**config.mk**
```make
export PLATFORM = sky130hd
export DESIGN_NAME = hsv_to_rgb_led_drive_flat
export DESIGN_NICKNAME = d
export VERILOG_FILES = /design/src/design/hsvled_pkg.sv /design/src/design/hsvled_if.sv /design/src/design/hsv_to_rgb_led_drive.sv /design/src/design/hsvled_pipe_ctrl.sv /design/src/flat_wrapper.sv
export VERILOG_INCLUDE_DIRS = /design/src /design/src/design
export SDC_FILE = /design/constraint.sdc
export NUM_CORES = 2
export LEC_CHECK = 0
export BUFFER_PORTS_ARGS = -buffer_cell sky130_fd_sc_hd__buf_2
export CAP_MARGIN = 20
export CORE_UTILIZATION = 45
export CTS_BUF_LIST = sky130_fd_sc_hd__clkbuf_4 sky130_fd_sc_hd__clkbuf_8 sky130_fd_sc_hd__clkbuf_16
export CTS_CLUSTER_SIZE = 30
export DETAILED_ROUTE_END_ITERATION = 8
export PLACE_DENSITY = 0.65
export SYNTH_ARGS = -nofsm -noshare
export SYNTH_HDL_FRONTEND = slang
export SYNTH_SLANG_ARGS = --single-unit
```
**constraint.sdc**
```tcl
create_clock -name clk -period 6.6 [get_ports clk]
set_clock_uncertainty 0.1 [all_clocks]
set_input_delay 0.33 -clock clk [delete_from_list [all_inputs] [get_ports clk]]
set_output_delay 0.33 -clock clk [all_outputs]
set_load 0.01 [all_outputs]
```
**src/design/hsv_to_rgb_led_drive_assert.svh**
```systemverilog
// Assertion macros shared by the HSV to RGB LED drive RTL.
`ifndef HSV_TO_RGB_LED_DRIVE_ASSERT_SVH
`define HSV_TO_RGB_LED_DRIVE_ASSERT_SVH

// Consequent must hold in the same cycle as the antecedent.
`define HSVLED_ASSERT_NOW(label, clk, rst_n, ante, cons) \
    label: assert property (@(posedge clk) disable iff (!rst_n) (ante) |-> (cons)) \
        else $error("hsvled assertion failed");

// Consequent must hold in the cycle after the antecedent.
`define HSVLED_ASSERT_NEXT(label, clk, rst_n, ante, cons) \
    label: assert property (@(posedge clk) disable iff (!rst_n) (ante) |=> (cons)) \
        else $error("hsvled assertion failed");

`endif

```
**src/design/hsvled_pkg.sv**
```systemverilog
// Shared types and constants for the HSV to RGB LED drive.
`default_nettype none

package hsvled_pkg;

    localparam int HUE_W  = 9;
    localparam int CODE_W = 8;

    // Pipeline depth, input register through output register
    localparam int NUM_STAGES = 5;

    // hue / 60 as (hue * 1093) >> 16, exact for any 9-bit hue
    localparam logic [10:0] SECTOR_RECIP   = 11'd1093;
    localparam int          SECTOR_SHIFT   = 16;
    localparam logic [5:0]  DEG_PER_SECTOR = 6'd60;

    // 255 * 60; x / 15300 as (x * 4491470) >> 36, exact for x below 2^22
    localparam logic [13:0] Q_DENOM = 14'd15300;
    localparam logic [22:0] Q_RECIP = 23'd4491470;
    localparam int          Q_SHIFT = 36;

    typedef logic [HUE_W-1:0]  hue_t;
    typedef logic [CODE_W-1:0] code_t;

    typedef enum logic [3:0] {
        SEC_RED_YELLOW   = 4'd0,
        SEC_YELLOW_GREEN = 4'd1,
        SEC_GREEN_CYAN   = 4'd2,
        SEC_CYAN_BLUE    = 4'd3,
        SEC_BLUE_MAGENTA = 4'd4,
        SEC_MAGENTA_RED  = 4'd5
    } sector_t;

    typedef struct packed {
        logic [NUM_STAGES-1:0] en;
        logic [NUM_STAGES-1:0] vld;
    } pipe_ctrl_t;

endpackage

`default_nettype wire

```
**src/design/hsvled_if.sv**
```systemverilog
// Valid/ready channel interfaces for HSV input and RGB duty output.
`default_nettype none

interface hsvled_in_if;
    import hsvled_pkg::*;

    logic  valid;
    logic  ready;
    hue_t  hue;
    code_t saturation;
    code_t brightness;

    modport source (output valid, output hue, output saturation, output brightness,
                    input ready);
    modport sink (input valid, input hue, input saturation, input brightness,
                  output ready);
endinterface

interface hsvled_out_if;
    import hsvled_pkg::*;

    logic  valid;
    logic  ready;
    code_t red_duty;
    code_t green_duty;
    code_t blue_duty;

    modport source (output valid, output red_duty, output green_duty, output blue_duty,
                    input ready);
    modport sink (input valid, input red_duty, input green_duty, input blue_duty,
                  output ready);
endinterface

`default_nettype wire

```
**src/design/hsv_to_rgb_led_drive.sv**
```systemverilog
// Top level: pipelined HSV to RGB conversion with optional inverted duties for anode-side LEDs.
`default_nettype none
`include "hsv_to_rgb_led_drive_assert.svh"

// Converts one HSV colour (hue 0..359 degrees, saturation and value as code/255)
// into three 8-bit PWM duty values using the six-sector table, with exact truncating
// integer arithmetic. The block is a five-stage pipeline and takes a new colour every
// clock unless output back-pressure has filled it. Stage 1 splits the hue into sector
// and remainder and forms v*(255-s), stage 2 divides that by 255 and forms the
// 15300-s*rem and 15300-s*(60-rem) numerators, stage 3 multiplies by v, stage 4
// divides by 15300 through a reciprocal multiply, and stage 5 routes by sector into
// the output register, where the duties are held until taken. Back-pressure on the
// output stalls the pipeline without loss; bubbles are squeezed out. When the
// inversion register is set every duty reads as 255 minus its value; it is applied in
// the last stage, so change it only while the pipeline is empty. A hue of 360 or above
// gives black.
module hsv_to_rgb_led_drive (
    input  wire logic     clk,
    input  wire logic     rst_n,
    hsvled_in_if.sink     hsv,
    hsvled_out_if.source  rgb,
    input  wire logic     cfg_we,
    input  wire logic     cfg_wdata
);
    import hsvled_pkg::*;

    pipe_ctrl_t ctrl;
    logic       anode_inv_reg;

    hsvled_pipe_ctrl u_pipe_ctrl (
        .clk       (clk),
        .rst_n     (rst_n),
        .in_valid  (hsv.valid),
        .out_ready (rgb.ready),
        .ctrl      (ctrl)
    );

    assign hsv.ready = ctrl.en[0];
    assign rgb.valid = ctrl.vld[NUM_STAGES-1];

    always_ff @(posedge clk or negedge rst_n)
    begin
        if (!rst_n)
        begin
            anode_inv_reg <= 1'b0;
        end
        else if (cfg_we)
        begin
            anode_inv_reg <= cfg_wdata;
        end
    end

    // Stage 1: sector, remainder, v*(255-s)
    logic [19:0] hue_scaled;
    logic [9:0]  sector_deg;
    logic [9:0]  rem_full;
    code_t       sat_inv;
    logic [3:0]  s1_sector_reg, s1_sector_next;
    logic [5:0]  s1_rem_reg,    s1_rem_next;
    code_t       s1_sat_reg,    s1_sat_next;
    code_t       s1_v_reg,      s1_v_next;
    logic [15:0] s1_prodp_reg,  s1_prodp_next;

    assign hue_scaled     = 20'(hsv.hue) * 20'(SECTOR_RECIP);
    assign s1_sector_next = hue_scaled[SECTOR_SHIFT+3:SECTOR_SHIFT];
    // sector * 60 as sector * 64 - sector * 4
    assign sector_deg     = {s1_sector_next, 6'b0} - {4'b0, s1_sector_next, 2'b0};
    assign rem_full       = {1'b0, hsv.hue} - sector_deg;
    assign s1_rem_next    = rem_full[5:0];
    assign s1_sat_next    = hsv.saturation;
    assign s1_v_next      = hsv.brightness;
    // 255 - s, kept at 8 bits before widening
    assign sat_inv        = ~hsv.saturation;
    assign s1_prodp_next  = 16'(hsv.brightness) * 16'(sat_inv);

    // Stage 2: p = prod/255, numerators of q and t
    logic [16:0] div255_sum;
    logic [13:0] sat_rem;
    logic [13:0] sat_rem_c;
    logic [5:0]  rem_c;
    logic [3:0]  s2_sector_reg, s2_sector_next;
    code_t       s2_v_reg,      s2_v_next;
    code_t       s2_p_reg,      s2_p_next;
    logic [13:0] s2_numq_reg,   s2_numq_next;
    logic [13:0] s2_numt_reg,   s2_numt_next;

    // floor(x/255) as (x + x/256 + 1) / 256, exact up to 255*255
    assign div255_sum     = 17'(s1_prodp_reg) + 17'(s1_prodp_reg[15:8]) + 17'd1;
    assign rem_c          = DEG_PER_SECTOR - s1_rem_reg;
    assign sat_rem        = 14'(s1_sat_reg) * 14'(s1_rem_reg);
    assign sat_rem_c      = 14'(s1_sat_reg) * 14'(rem_c);
    assign s2_sector_next = s1_sector_reg;
    assign s2_v_next      = s1_v_reg;
    assign s2_p_next      = div255_sum[15:8];
    assign s2_numq_next   = Q_DENOM - sat_rem;
    assign s2_numt_next   = Q_DENOM - sat_rem_c;

    // Stage 3: v * numerator
    logic [3:0]  s3_sector_reg, s3_sector_next;
    code_t       s3_v_reg,      s3_v_next;
    code_t       s3_p_reg,      s3_p_next;
    logic [21:0] s3_prodq_reg,  s3_prodq_next;
    logic [21:0] s3_prodt_reg,  s3_prodt_next;

    assign s3_sector_next = s2_sector_reg;
    assign s3_v_next      = s2_v_reg;
    assign s3_p_next      = s2_p_reg;
    assign s3_prodq_next  = 22'(s2_v_reg) * 22'(s2_numq_reg);
    assign s3_prodt_next  = 22'(s2_v_reg) * 22'(s2_numt_reg);

    // Stage 4: divide by 15300 through the reciprocal
    logic [44:0] scaled_q;
    logic [44:0] scaled_t;
    logic [3:0]  s4_sector_reg, s4_sector_next;
    code_t       s4_v_reg,      s4_v_next;
    code_t       s4_p_reg,      s4_p_next;
    code_t       s4_q_reg,      s4_q_next;
    code_t       s4_t_reg,      s4_t_next;

    assign scaled_q       = 45'(s3_prodq_reg) * 45'(Q_RECIP);
    assign scaled_t       = 45'(s3_prodt_reg) * 45'(Q_RECIP);
    assign s4_sector_next = s3_sector_reg;
    assign s4_v_next      = s3_v_reg;
    assign s4_p_next      = s3_p_reg;
    assign s4_q_next      = scaled_q[Q_SHIFT+CODE_W-1:Q_SHIFT];
    assign s4_t_next      = scaled_t[Q_SHIFT+CODE_W-1:Q_SHIFT];

    // Stage 5: route by sector, invert for anode-side LEDs, output register
    code_t red_sel, green_sel, blue_sel;
    code_t red_reg,   red_next;
    code_t green_reg, green_next;
    code_t blue_reg,  blue_next;

    always_comb
    begin
        red_sel   = '0;
        green_sel = '0;
        blue_sel  = '0;
        unique case (sector_t'(s4_sector_reg))
            SEC_RED_YELLOW:
            begin
                red_sel = s4_v_reg; green_sel = s4_t_reg; blue_sel = s4_p_reg;
            end
            SEC_YELLOW_GREEN:
            begin
                red_sel = s4_q_reg; green_sel = s4_v_reg; blue_sel = s4_p_reg;
            end
            SEC_GREEN_CYAN:
            begin
                red_sel = s4_p_reg; green_sel = s4_v_reg; blue_sel = s4_t_reg;
            end
            SEC_CYAN_BLUE:
            begin
                red_sel = s4_p_reg; green_sel = s4_q_reg; blue_sel = s4_v_reg;
            end
            SEC_BLUE_MAGENTA:
            begin
                red_sel = s4_t_reg; green_sel = s4_p_reg; blue_sel = s4_v_reg;
            end
            SEC_MAGENTA_RED:
            begin
                red_sel = s4_v_reg; green_sel = s4_p_reg; blue_sel = s4_q_reg;
            end
            default:
            begin
                // hue beyond 359: black
                red_sel = '0; green_sel = '0; blue_sel = '0;
            end
        endcase
    end

    assign red_next   = anode_inv_reg ? ~red_sel   : red_sel;
    assign green_next = anode_inv_reg ? ~green_sel : green_sel;
    assign blue_next  = anode_inv_reg ? ~blue_sel  : blue_sel;

    always_ff @(posedge clk)
    begin
        if (ctrl.en[0])
        begin
            s1_sector_reg <= s1_sector_next;
            s1_rem_reg    <= s1_rem_next;
            s1_sat_reg    <= s1_sat_next;
            s1_v_reg      <= s1_v_next;
            s1_prodp_reg  <= s1_prodp_next;
        end
        if (ctrl.en[1])
        begin
            s2_sector_reg <= s2_sector_next;
            s2_v_reg      <= s2_v_next;
            s2_p_reg      <= s2_p_next;
            s2_numq_reg   <= s2_numq_next;
            s2_numt_reg   <= s2_numt_next;
        end
        if (ctrl.en[2])
        begin
            s3_sector_reg <= s3_sector_next;
            s3_v_reg      <= s3_v_next;
            s3_p_reg      <= s3_p_next;
            s3_prodq_reg  <= s3_prodq_next;
            s3_prodt_reg  <= s3_prodt_next;
        end
        if (ctrl.en[3])
        begin
            s4_sector_reg <= s4_sector_next;
            s4_v_reg      <= s4_v_next;
            s4_p_reg      <= s4_p_next;
            s4_q_reg      <= s4_q_next;
            s4_t_reg      <= s4_t_next;
        end
        if (ctrl.en[4])
        begin
            red_reg   <= red_next;
            green_reg <= green_next;
            blue_reg  <= blue_next;
        end
    end

    assign rgb.red_duty   = red_reg;
    assign rgb.green_duty = green_reg;
    assign rgb.blue_duty  = blue_reg;

    // Sector split stays within 0..8 with a remainder below 60
    `HSVLED_ASSERT_NOW(a_sector_range, clk, rst_n, ctrl.vld[0], s1_sector_reg <= 4'd8)
    `HSVLED_ASSERT_NOW(a_rem_range, clk, rst_n, ctrl.vld[0], s1_rem_reg < DEG_PER_SECTOR)
    // p never exceeds v, nor q and t after the divide
    `HSVLED_ASSERT_NOW(a_p_below_v, clk, rst_n, ctrl.vld[1], s2_p_reg <= s2_v_reg)
    `HSVLED_ASSERT_NOW(a_qt_below_v, clk, rst_n, ctrl.vld[3],
                       (s4_q_reg <= s4_v_reg) && (s4_t_reg <= s4_v_reg))

endmodule

`default_nettype wire

```
**src/design/hsvled_pipe_ctrl.sv**
```systemverilog
// Valid tracking and per-stage advance enables for the conversion pipeline.
`default_nettype none
`include "hsv_to_rgb_led_drive_assert.svh"

module hsvled_pipe_ctrl (
    input  wire logic               clk,
    input  wire logic               rst_n,
    input  wire logic               in_valid,
    input  wire logic               out_ready,
    output hsvled_pkg::pipe_ctrl_t  ctrl
);
    import hsvled_pkg::*;

    logic [NUM_STAGES-1:0] vld_reg;
    logic [NUM_STAGES-1:0] vld_next;
    logic [NUM_STAGES-1:0] en;

    // A stage advances when empty or when the stage after it advances
    always_comb
    begin
        en[NUM_STAGES-1] = !vld_reg[NUM_STAGES-1] || out_ready;
        for (int i = NUM_STAGES - 2; i >= 0; i--)
        begin
            en[i] = !vld_reg[i] || en[i+1];
        end
    end

    always_comb
    begin
        vld_next = vld_reg;
        if (en[0])
        begin
            vld_next[0] = in_valid;
        end
        for (int i = 1; i < NUM_STAGES; i++)
        begin
            if (en[i])
            begin
                vld_next[i] = vld_reg[i-1];
            end
        end
    end

    always_ff @(posedge clk or negedge rst_n)
    begin
        if (!rst_n)
        begin
            vld_reg <= '0;
        end
        else
        begin
            vld_reg <= vld_next;
        end
    end

    assign ctrl.en  = en;
    assign ctrl.vld = vld_reg;

    // Input is held back only when every stage is full and the output is blocked
    `HSVLED_ASSERT_NOW(a_stall_only_when_full, clk, rst_n, !en[0],
                       (&vld_reg) && !out_ready)
    // A transfer in always lands in the first stage
    `HSVLED_ASSERT_NEXT(a_transfer_lands, clk, rst_n, in_valid && en[0], vld_reg[0])
    // A result taken at the output with nothing behind it leaves the output empty
    `HSVLED_ASSERT_NEXT(a_drain_clears, clk, rst_n,
                        out_ready && !vld_reg[NUM_STAGES-2], !vld_reg[NUM_STAGES-1])

endmodule

`default_nettype wire

```
**src/flat_wrapper.sv**
```systemverilog
// flat-port wrapper written by rule: the top's interface ports become plain ports
module hsv_to_rgb_led_drive_flat import hsvled_pkg::*;
  (clk, rst_n, cfg_we, cfg_wdata, hsv_valid, hsv_hue, hsv_saturation, hsv_brightness, hsv_ready, rgb_valid, rgb_red_duty, rgb_green_duty, rgb_blue_duty, rgb_ready);
  hsvled_in_if hsv_i ();
  hsvled_out_if rgb_i ();
  input  wire logic clk;
  input  wire logic rst_n;
  input  wire logic cfg_we;
  input  wire logic cfg_wdata;
  input wire logic [$bits(hsv_i.valid)-1:0] hsv_valid;
  input wire logic [$bits(hsv_i.hue)-1:0] hsv_hue;
  input wire logic [$bits(hsv_i.saturation)-1:0] hsv_saturation;
  input wire logic [$bits(hsv_i.brightness)-1:0] hsv_brightness;
  output wire logic [$bits(hsv_i.ready)-1:0] hsv_ready;
  output wire logic [$bits(rgb_i.valid)-1:0] rgb_valid;
  output wire logic [$bits(rgb_i.red_duty)-1:0] rgb_red_duty;
  output wire logic [$bits(rgb_i.green_duty)-1:0] rgb_green_duty;
  output wire logic [$bits(rgb_i.blue_duty)-1:0] rgb_blue_duty;
  input wire logic [$bits(rgb_i.ready)-1:0] rgb_ready;
  assign hsv_i.valid = hsv_valid;
  assign hsv_i.hue = hsv_hue;
  assign hsv_i.saturation = hsv_saturation;
  assign hsv_i.brightness = hsv_brightness;
  assign hsv_ready = hsv_i.ready;
  assign rgb_valid = rgb_i.valid;
  assign rgb_red_duty = rgb_i.red_duty;
  assign rgb_green_duty = rgb_i.green_duty;
  assign rgb_blue_duty = rgb_i.blue_duty;
  assign rgb_i.ready = rgb_ready;
  hsv_to_rgb_led_drive u_core (.clk(clk), .rst_n(rst_n), .hsv(hsv_i), .rgb(rgb_i), .cfg_we(cfg_we), .cfg_wdata(cfg_wdata));
endmodule
```
==> results.yml <==
logic_synthesis:
  syn_inst: 3077
  postSynthAreaPerCell_um2: 10.7
  seq_area_frac_synth: 0.198
  yosys-top-cells-area: "fa_1 (28%), ha_1 (24%), edfxtp_1 (19%), inv_1 (8.0%), and2_1 (3.6%)"
  ys.flop_type: "edfxtp_1"
  synthesis.area_um2: 32900
  synth_warnings: 0
  synth_cell_type_count: 69
  synthesis.nets: 4209
  synth-edff-count: 212
  synth_seq_cells: 218
  async_flop_share: 0.0275
  synth_top_area_frac: 0.281
  yosysTopAreaCell: "fa_1"
place:
  placed_cells: 4072
  port_buffers: 56
  gp_congestion: 0.957
  place_hpwl_um: 56100
worst_hold_path:
  whs_path_depth: 1
  hp-class: "in2reg"
clocking:
  cts_root_buffer: "clkbuf_16"
  cts_tree: "yes"
  clock_sinks: 218
  clk_path_buf_depth: 3
  postCtsSetupBuffers: 0
  h-tree-depth: 1
  path_clk_slew_ps: 60
  cts_buffers: 26
  clk_latency_ps: 570
floorplanning:
  io_pins: 57
  row_count: 98
  die_area_um2: 74200
  start_util: 0.458
  chipHeight_um: 272
  die_x_um: 272
  core_um2: 71900
flow_run:
  max_cap_viol_count: 0
setup_path:
  cp.required_ps: 6810
  setup.worst_path.start_class: "register"
  reg2reg_slack_ps: 330
  endpoint: "u_core.s4_t_reg[6]"
  crit_start: "u_core.s3_prodt_reg[20]"
  r2r_start: "u_core.s3_prodt_reg[20]"
  cp_max_fo: 6
  arrival_ps: 6480
  crit_path_end_kind: "register"
  r2r-end: "u_core.s4_t_reg[6]"
  criticalPathCategory: "reg2reg"
  r2r_cells: 20
timing:
  max_freq_ghz: 0.160
  setup_viol_count_final: 0
  grt_setup_unrepaired: "false"
  max_slew.worst_pin.slew_ps: 1040
  maxSlewViolCount: 0
  final_hold_viol_count: 0
  min_period_ps: 6270
  tns_ps: 0
  min_period_over_period: 0.950
  slew_headroom: 0.303
layout:
  drive_above_1_share: 0.0474
  num_antenna_cells: 0
  largest_register_ff_count: 22
  fin_util: 0.495
  nNetsFinal: 4299
  areaGrowthSynthToFinish_pct: 8.17
  final_cells: 4137
global_route:
  grt_max_degree: 65
  antenna_found_initial: 0
  grt_usage: 0.185
  grt_pass1_wl_um: 111000
  grt_remaining_overflow: 0
  grt_pass1_vias: 22000
status:
  status: "complete, no violations"
detailed_routing:
  final_antenna_net_count: 0
  vias: 20900
  via_per_inst: 5.04
  postRouteWirelength_um: 65600
  first_iter_violations: 1036
  first_pass_iters: 5
  drc: 0
  routedWlPerCell_um: 15.9
worst min-delay path by stage:
stage                            startpoint                       endpoint  slack [ps]
final                     hsv_saturation[2]           u_core.s1_sat_reg[2]          30
after detailed placement              rst_n  u_core.u_pipe_ctrl.vld_reg[0]          70
after CTS                 hsv_saturation[2]           u_core.s1_sat_reg[2]           3
after global placement                rst_n  u_core.u_pipe_ctrl.vld_reg[0]          70
after floorplan                       rst_n           u_core.anode_inv_reg         -70
after global routing      hsv_saturation[2]           u_core.s1_sat_reg[2]          20
cells in the final DEF, fill, tap and decap left out, types with 4 or more instances in the layout:
cell type      instances
clkbuf_16             26
and2_1               189
buf_4                 31
a211o_1                4
a21oi_1               71
o21a_1                13
edfxtp_1             212
and3_1                17
nand2b_1              43
nor2b_1               46
o31ai_1                4
nand2_1              163
buf_2                 56
a31oi_1                9
ha_1                 640
a22o_1                24
inv_1                700
dlygate4sd3_1         17
or3_1                  4
a221oi_1              29
nand3b_1               5
fa_1                 461
o31a_1                 4
xor2_1                25
dfrtp_1                6
nand4_1                8
nor3_1                34
o21ai_0               33
clkinv_2               4
a211oi_1               6
o211ai_1               5
o2111ai_1              5
a21o_1                32
or2_2                  5
bufinv_16              6
xnor2_1               88
nor2_1                41
nand3_1               37
o21bai_1              15
critical path, cell delays in order (launching register included):
cell	delay (ps)
edfxtp_1	500
ha_1	360
inv_1	50
fa_1	470
inv_1	60
fa_1	470
ha_1	320
fa_1	470
fa_1	540
inv_1	50
fa_1	540
inv_1	50
ha_1	310
a21o_1	180
a221o_1	330
a221o_1	310
nand2_1	70
nand3_1	190
o41ai_4	360
o21bai_1	130
xor2_1	150
metal layers:
| layer | vias up | wire length (um) | track usage |
|---|---|---|---|
| met1 | 10300 | 31200 | 0.261 |
| met5 | - | 0 | 0 |
| met3 | 54 | 2600 | 0.0153 |
| met4 | 0 | 1020 | 0.0344 |
| li1 | 10200 | - | - |
| met2 | 294 | 30800 | 0.314 |
what timing repair did:
action | CTS | global route
hold buffers | 17 | 0
resized for setup | 0 | 2
hold endpoints to repair | 20 | 0
endpoints found under the setup margin | 0 | 3
Yosys cell counts, types with 39 or more instances:
master / n
nand2b_1: 43
edfxtp_1: 212
xnor2_1: 88
and2_1: 189
ha_1: 640
nor2b_1: 46
nor2_1: 41
clkbuf_1: 39
nand2_1: 164
fa_1: 461
a21oi_1: 71
inv_1: 700
metrics by stage:
stage	cell area (um2)	hold slack, ps	setup slack [ps]
6_report	35600	27.7	332
5_1_grt	35600	17.1	47.0
4_1_cts	35600	2.65	238
3_5_place_dp	34400	68.2	270
3_3_place_gp	34400	66.9	338
2_1_floorplan	32900	-65.6	541
area by class of cell:
class	count	area [um2]
sequential	218	6520
clock buffer	27	658
multi-input combinational	2117	23600
tap	950	1190
clock inverter	21	290
inverter	700	2630
fill	6648	36300
timing repair buffer	104	683
cells by family (layout without fill, tap and decap cells):
family | after synthesis | after routing | synth area share
AOI/OAI and AO/OA | 288 | 288 | 0.0627
xor gates and xnor gates | 113 | 113 | 0.0301
adders and majority gates | 1101 | 1101 | 0.524
buffers and inverters | 742 | 852 | 0.0848
DFF | 218 | 218 | 0.198
muxes | 1 | 1 | 0.000342
and+or+nand+nor | 614 | 614 | 0.0999
Power is not shown: default switching activity piles up to over one toggle a cycle in this logic, so the estimate is an artifact.
